### src/rtl/ctat_pkg.sv
`default_nettype none

package ctat_pkg;

  // lexer modes
  localparam logic [2:0] MODE_NORMAL  = 3'd0;
  localparam logic [2:0] MODE_SLASH   = 3'd1;
  localparam logic [2:0] MODE_COMMENT = 3'd2;
  localparam logic [2:0] MODE_QUOTE   = 3'd3;

  // result kinds
  localparam logic [1:0] KIND_CHAR  = 2'd0;
  localparam logic [1:0] KIND_END   = 2'd1;
  localparam logic [1:0] KIND_PUNCT = 2'd2;

  localparam logic [7:0] CH_HASH    = 8'h23;
  localparam logic [7:0] CH_SLASH   = 8'h2F;
  localparam logic [7:0] CH_LBRACE  = 8'h7B;
  localparam logic [7:0] CH_RBRACE  = 8'h7D;
  localparam logic [7:0] CH_EQUALS  = 8'h3D;
  localparam logic [7:0] CH_LPAREN  = 8'h28;
  localparam logic [7:0] CH_RPAREN  = 8'h29;
  localparam logic [7:0] CH_COMMA   = 8'h2C;
  localparam logic [7:0] CH_QUOTE   = 8'h22;
  localparam logic [7:0] CH_NEWLINE = 8'h0A;

  localparam int unsigned MAX_RES = 3;

  typedef struct packed {
    logic [1:0] kind;
    logic [7:0] token_char;
  } res_t;

  // everything one input item produces
  typedef struct packed {
    logic [2:0] mode_next;
    logic       open_next;
    logic [1:0] count;
    res_t [MAX_RES-1:0] res;
  } step_t;

endpackage

`default_nettype wire

### src/rtl/ctat_decode.sv
`default_nettype none

module ctat_decode (
  input  wire logic [2:0]     mode,
  input  wire logic           token_open,
  input  wire logic [7:0]     text_byte,
  input  wire logic           end_of_text,
  output ctat_pkg::step_t     step
);
  import ctat_pkg::*;

  logic [1:0] n;
  logic       do_normal;

  always_comb begin
    n         = 2'd0;
    do_normal = 1'b0;
    step      = '0;
    step.mode_next = mode;
    step.open_next = token_open;

    if (end_of_text) begin
      if (mode == MODE_SLASH) begin
        step.res[n] = '{kind: KIND_CHAR, token_char: CH_SLASH};
        n = n + 2'd1;
        step.open_next = 1'b1;
      end
      if (step.open_next) begin
        step.res[n] = '{kind: KIND_END, token_char: 8'h00};
        n = n + 2'd1;
      end
      step.mode_next = MODE_NORMAL;
      step.open_next = 1'b0;
    end else begin
      case (mode)
        MODE_SLASH: begin
          if (text_byte == CH_SLASH) begin
            if (step.open_next) begin
              step.res[n] = '{kind: KIND_END, token_char: 8'h00};
              n = n + 2'd1;
              step.open_next = 1'b0;
            end
            step.mode_next = MODE_COMMENT;
          end else begin
            step.res[n] = '{kind: KIND_CHAR, token_char: CH_SLASH};
            n = n + 2'd1;
            step.open_next = 1'b1;
            step.mode_next = MODE_NORMAL;
            do_normal = 1'b1;
          end
        end
        MODE_COMMENT: begin
          if (text_byte == CH_NEWLINE) step.mode_next = MODE_NORMAL;
        end
        MODE_QUOTE: begin
          if (text_byte == CH_QUOTE) begin
            if (step.open_next) begin
              step.res[n] = '{kind: KIND_END, token_char: 8'h00};
              n = n + 2'd1;
              step.open_next = 1'b0;
            end
            step.mode_next = MODE_NORMAL;
          end else begin
            step.res[n] = '{kind: KIND_CHAR, token_char: text_byte};
            n = n + 2'd1;
            step.open_next = 1'b1;
          end
        end
        default: begin
          step.mode_next = MODE_NORMAL;
          do_normal = 1'b1;
        end
      endcase

      if (do_normal) begin
        if (text_byte == CH_SLASH) begin
          step.mode_next = MODE_SLASH;
        end else if (text_byte == CH_HASH || text_byte == CH_QUOTE ||
                     text_byte inside {[8'd9:8'd13], 8'd32} ||
                     text_byte inside {CH_LBRACE, CH_RBRACE, CH_EQUALS,
                                       CH_LPAREN, CH_RPAREN, CH_COMMA}) begin
          // all of these close an open token first
          if (step.open_next) begin
            step.res[n] = '{kind: KIND_END, token_char: 8'h00};
            n = n + 2'd1;
            step.open_next = 1'b0;
          end
          if (text_byte == CH_HASH) begin
            step.mode_next = MODE_COMMENT;
          end else if (text_byte == CH_QUOTE) begin
            step.mode_next = MODE_QUOTE;
          end else if (text_byte inside {CH_LBRACE, CH_RBRACE, CH_EQUALS,
                                         CH_LPAREN, CH_RPAREN, CH_COMMA}) begin
            step.res[n] = '{kind: KIND_PUNCT, token_char: text_byte};
            n = n + 2'd1;
          end
        end else begin
          step.res[n] = '{kind: KIND_CHAR, token_char: text_byte};
          n = n + 2'd1;
          step.open_next = 1'b1;
        end
      end
    end

    step.count = n;
  end

endmodule

`default_nettype wire

### src/rtl/ctat_burst.sv
`default_nettype none

module ctat_burst (
  input  wire logic                 clk,
  input  wire logic                 rst,
  input  wire logic                 load,
  input  wire ctat_pkg::step_t      step,
  output logic                      load_ok,
  output logic                      m_valid,
  input  wire logic                 m_ready,
  output ctat_pkg::res_t            m_res,
  output logic                      m_last
);
  import ctat_pkg::*;

  res_t [MAX_RES-1:0] res;
  logic [1:0]         pos;
  logic [1:0]         rem;

  assign m_valid = (rem != 2'd0);
  assign m_last  = (rem == 2'd1);
  assign m_res   = res[pos];
  // free now, or the final result leaves this cycle
  assign load_ok = (rem == 2'd0) || (rem == 2'd1 && m_ready);

  always_ff @(posedge clk) begin
    if (rst) begin
      rem <= 2'd0;
      pos <= 2'd0;
    end else if (load) begin
      rem <= step.count;
      pos <= 2'd0;
    end else if (m_valid && m_ready) begin
      rem <= rem - 2'd1;
      pos <= pos + 2'd1;
    end
  end

  always_ff @(posedge clk) begin
    if (load) begin
      res <= step.res;
    end
  end

endmodule

`default_nettype wire

### src/rtl/comment_aware_text_tokenizer.sv
`default_nettype none

// Channel  | Dir | Signals                          | Payload
// s_axis   | in  | tvalid tready tdata[7:0] tuser   | tdata: text_byte; tuser: end_of_text
// m_axis   | out | tvalid tready tdata[7:0] tuser   | tdata: token_char; tuser: kind;
//          |     | tlast                            | tlast: last_of_run
//
// One byte is taken per cycle while s_axis_tready is high. Each item is decoded in
// the cycle it is accepted and its 0..3 results land in the result register together.
// An item with one result or none sustains one item per cycle while the output is ready;
// an item with n > 1 results holds the input while all but the last of them drain.
// Reset (rst, synchronous) returns the lexer to normal mode with no open
// token and drops any undelivered results.
// Output stalls back up into tready only once the last buffered result waits.

module comment_aware_text_tokenizer (
  input  wire logic       clk,
  input  wire logic       rst,
  input  wire logic       s_axis_tvalid,
  output logic            s_axis_tready,
  input  wire logic [7:0] s_axis_tdata,   // [7:0] text_byte
  input  wire logic       s_axis_tuser,   // [0] end_of_text
  output logic            m_axis_tvalid,
  input  wire logic       m_axis_tready,
  output logic [7:0]      m_axis_tdata,   // [7:0] token_char
  output logic [1:0]      m_axis_tuser,   // [1:0] kind
  output logic            m_axis_tlast    // last_of_run
);
  import ctat_pkg::*;

  // lexer state
  logic [2:0] mode;
  logic       token_open;

  step_t step;
  res_t  out_res;
  logic  accept;
  logic  load_ok;

  assign s_axis_tready = load_ok;
  assign accept        = s_axis_tvalid && load_ok;

  ctat_decode u_decode (
    .mode        (mode),
    .token_open  (token_open),
    .text_byte   (s_axis_tdata),
    .end_of_text (s_axis_tuser),
    .step        (step)
  );

  // mode and open-token flag advance on every accepted item
  always_ff @(posedge clk) begin
    if (rst) begin
      mode       <= MODE_NORMAL;
      token_open <= 1'b0;
    end else if (accept) begin
      mode       <= step.mode_next;
      token_open <= step.open_next;
    end
  end

  // result register + serialiser for multi-result items
  ctat_burst u_burst (
    .clk     (clk),
    .rst     (rst),
    .load    (accept),
    .step    (step),
    .load_ok (load_ok),
    .m_valid (m_axis_tvalid),
    .m_ready (m_axis_tready),
    .m_res   (out_res),
    .m_last  (m_axis_tlast)
  );

  assign m_axis_tdata = out_res.token_char;
  assign m_axis_tuser = out_res.kind;

endmodule

`default_nettype wire

### config.mk
export PLATFORM = sky130hd
export DESIGN_NAME = comment_aware_text_tokenizer
export DESIGN_NICKNAME = d
export VERILOG_FILES = /design/src/rtl/ctat_pkg.sv /design/src/rtl/ctat_decode.sv /design/src/rtl/ctat_burst.sv /design/src/rtl/comment_aware_text_tokenizer.sv
export SDC_FILE = /design/constraint.sdc
export NUM_CORES = 1
export LEC_CHECK = 0
export BUFFER_PORTS_ARGS = -buffer_cell sky130_fd_sc_hd__buf_4
export CORE_MARGIN = 10
export CORE_UTILIZATION = 58
export DETAILED_ROUTE_END_ITERATION = 10
export GPL_ROUTABILITY_DRIVEN = 0
export GPL_TIMING_DRIVEN = 0
export PLACE_DENSITY = 0.79
export RECOVER_POWER = 100
export SYNTH_ARGS = -nofsm -noshare
export SYNTH_HDL_FRONTEND = slang
export SYNTH_SLANG_ARGS = --single-unit
### constraint.sdc
create_clock -name clk -period 2.75 [get_ports clk]
set_input_delay 0.1375 -clock clk [delete_from_list [all_inputs] [get_ports clk]]
set_output_delay 0.1375 -clock clk [all_outputs]
set_load 0.1 [all_outputs]
==> run metrics <==
sequential share of the synthesized area 45.9%; final cell count without fillers 317; TritonCTS clock tree done; Async SR Flop Fraction 0%; Routed WL per cell 16.7 um; layout cell share with drive strength beyond 1 16.0%; Power per Cell Area 943 nW/um^2; EDFF count, synth 29; chip width 82.2 um; fillcell total 312; most common cell after layout, fill and taps aside edfxtp_1; CTS Buf Count 5; largest net degree at the start of global routing 36; starting density of the core 60.9%; Yosys top cell by area edfxtp_1; first-pass GRT wire length 8850 um; DR pass1 iterations 4; die height 82.2 um; worst reg2reg path depth 9; commonest cells after routing, fill and taps aside 29 x edfxtp_1, 27 x nand2_1, 20 x buf_4; antenna cells 0; DR vias 1,904; site row count 22; final instance area 2590 um^2; Mapped Avg Cell Area 9.43 um^2; critical path startpoint category primary input; Hold Vio Cnt, Final 0; Yosys cell types 50; Setup crit end kind register; max-cap violation count 0; register-to-register setup slack 0.23 ns; P&R area growth vs syn 15.2%; Worst Hold Path Cells 2; worst-margin pin slew 1.21 ns; Port-buffer cells 24; placed cell count 310; worst relative slew slack 19.7%; Data required, critical path 2.80 ns; final period utilization 93.1%; synthesized flop and latch total 37; most used flip-flop cell after synthesis edfxtp_1; setup TNS 0 ns; I/O pin total 26; pins over their slew limit 0; Arr. time, crit path 2.61 ns; worst setup path class primary input to register; hold worst-path end mode[0]; DRT Wirelength 5290 um; synth warn 0; top cell type's share of synthesized area 38.8%; Core Area 3690 um^2; H-tree Lvls 2; hold_buf cts 0; Max IR drop VDD 0.432 mV; Mapped Area 2240 um^2; clk_lat worst skew 0.29 ns; vias in the first global route 1,915; dpl ws -0.183 ns; Clock Skew 0.00669 ns; Iteration-0 DRC Markers 197; # Post-CTS Setup Buffers 0; Syn Nets 256; post-CTS sizing 0; Remaining Overflow, GRT 0; final setup vio count 0; total leakage power 0.966 nW; number of vias per cell 6.01; Worst-path clk slew 0.07 ns; Synth Instances 238; Worst R2R End u_burst.rem[0]; min Tclk post-route 2.56 ns; GRT Overall Usage 16.5%; DRC errors left 0; fmax 0.391 GHz; DP Area 2490 um^2; post-DP HPWL 3910 um; initial antenna violation count 0; Clock Path Buffers 2; Die ar. 6760 um^2; Routed Antenna Nets 0; top post-synthesis cells by area edfxtp_1 39%, dfxtp_1 7.1%, nand2_1 4.5%; Final Worst Setup Slack 0.190 ns; fin nets 286; HP Start rst; outcome finished clean; CTS sink cnt 37; Crit Reg-Reg Startpoint u_burst.rem[0]; Hold Crit Class primary input to register; Root Driver clkbuf_8; worst-path maximum fanout 8
sequential cells by signal, indices dropped and copies added, names as in the netlist:
signal       cells
u_burst.rem      2
mode             3
token_open       1
u_burst.pos      2
u_burst.res     29
area by class of cell:
class / count / area [um^2] / area share (%)
sequential: 37 / 1030 / 39.9
timing repair buffer: 24 / 166 / 6.43
buffer: 11 / 43.8 / 1.69
clock inverter: 2 / 10.0 / 0.387
inverter: 9 / 37.5 / 1.45
multi-input combinational: 180 / 1160 / 45.0
clock buffer: 6 / 72.6 / 2.81
tap: 48 / 60.1 / 2.32
synth_stat cells (2+ instances only):
library cell and n:
edfxtp_1 29, nand2_1 27, a21oi_1 17, and2_1 15
nor2_1 13, o21ai_0 13, mux2i_1 10, clkbuf_1 9
nor3_1 9, dfxtp_1 8, inv_1 8, nor2b_1 6
a21o_1 5, and3_1 5, ha_1 5, nand2b_1 4
nand3_1 4, a31oi_1 3, nand4b_1 3, nor4_1 3
o31ai_1 3, a32o_1 2, buf_2 2, nand3b_1 2
o211ai_1 2, o21ai_2 2, o22ai_1 2, o31a_1 2
o32ai_1 2, xnor2_1 2, xor2_1 2
per-stage QoR:
step / total power, W / utilization (%) / hold slack, ns
6_report: 0.00244 / 70.1 / 0.0633
3_3_place_gp: 0.00208 / 67.6 / 0.368
4_1_cts: 0.00247 / 69.8 / 0.0618
2_1_floorplan: 0.00185 / - / 0.207
3_5_place_dp: 0.00211 / 67.6 / 0.368
5_1_grt: 0.00254 / 70.1 / 0.0770
layer usage:
layer / share of wire (%) / track usage (%) / vias to the layer above / wire length, um
met5: 0 / 0 / - / 0
met4: 2.7 / 6.80 / 0 / 144
met3: 4.9 / 3.13 / 13 / 261
met2: 48 / 27.1 / 61 / 2560
met1: 44 / 21.0 / 892 / 2330
li1: - / - / 938 / -
critical path: stages:
cell and delay, ns:
buf_4 0.13, nand4b_1 0.17, or4_1 0.47, buf_2 0.19
a221o_2 0.45, ha_1 0.33, o21ai_0 0.17, nor2_1 0.07
o21a_1 0.29, and2_1 0.20
report_power, final:
part / internal [W] / switching [W]
Sequential: 0.000779 / 0.0000515
Combinational: 0.000242 / 0.000996
Clock: 0.000176 / 0.000195
Total: 0.00120 / 0.00124
how the worst max path moves through the flow:
stage / start / endpoint / slack (ns) / cells past startpoint
finish: s_axis_tdata[7] / u_burst.res[14] / 0.19 / 10
global route: mode[2] / u_burst.res[14] / -0.003 / 8
CTS: mode[1] / u_burst.res[17] / 0.03 / 9
detailed placement: s_axis_tdata[7] / u_burst.res[14] / -0.18 / 11
global placement: s_axis_tdata[7] / u_burst.res[11] / -0.21 / 11
floorplan: u_burst.pos[1] / m_axis_tdata[5] / -0.02 / 2
cells by family after synthesis:
| kind of cell | after synthesis | synth area share (%) |
|---|---|---|
| DFF | 37 | 45.9 |
| other | 1 | 0.167 |
| adders and majority gates | 5 | 2.79 |
| buffers and inverters | 21 | 3.62 |
| muxes | 10 | 4.46 |
| xor gates and xnor gates | 4 | 1.56 |
| and+or+nand+nor | 98 | 23.3 |
| AOI/OAI and AO/OA | 62 | 18.2 |
No activity file was read; power rests on OpenSTA's default activity.
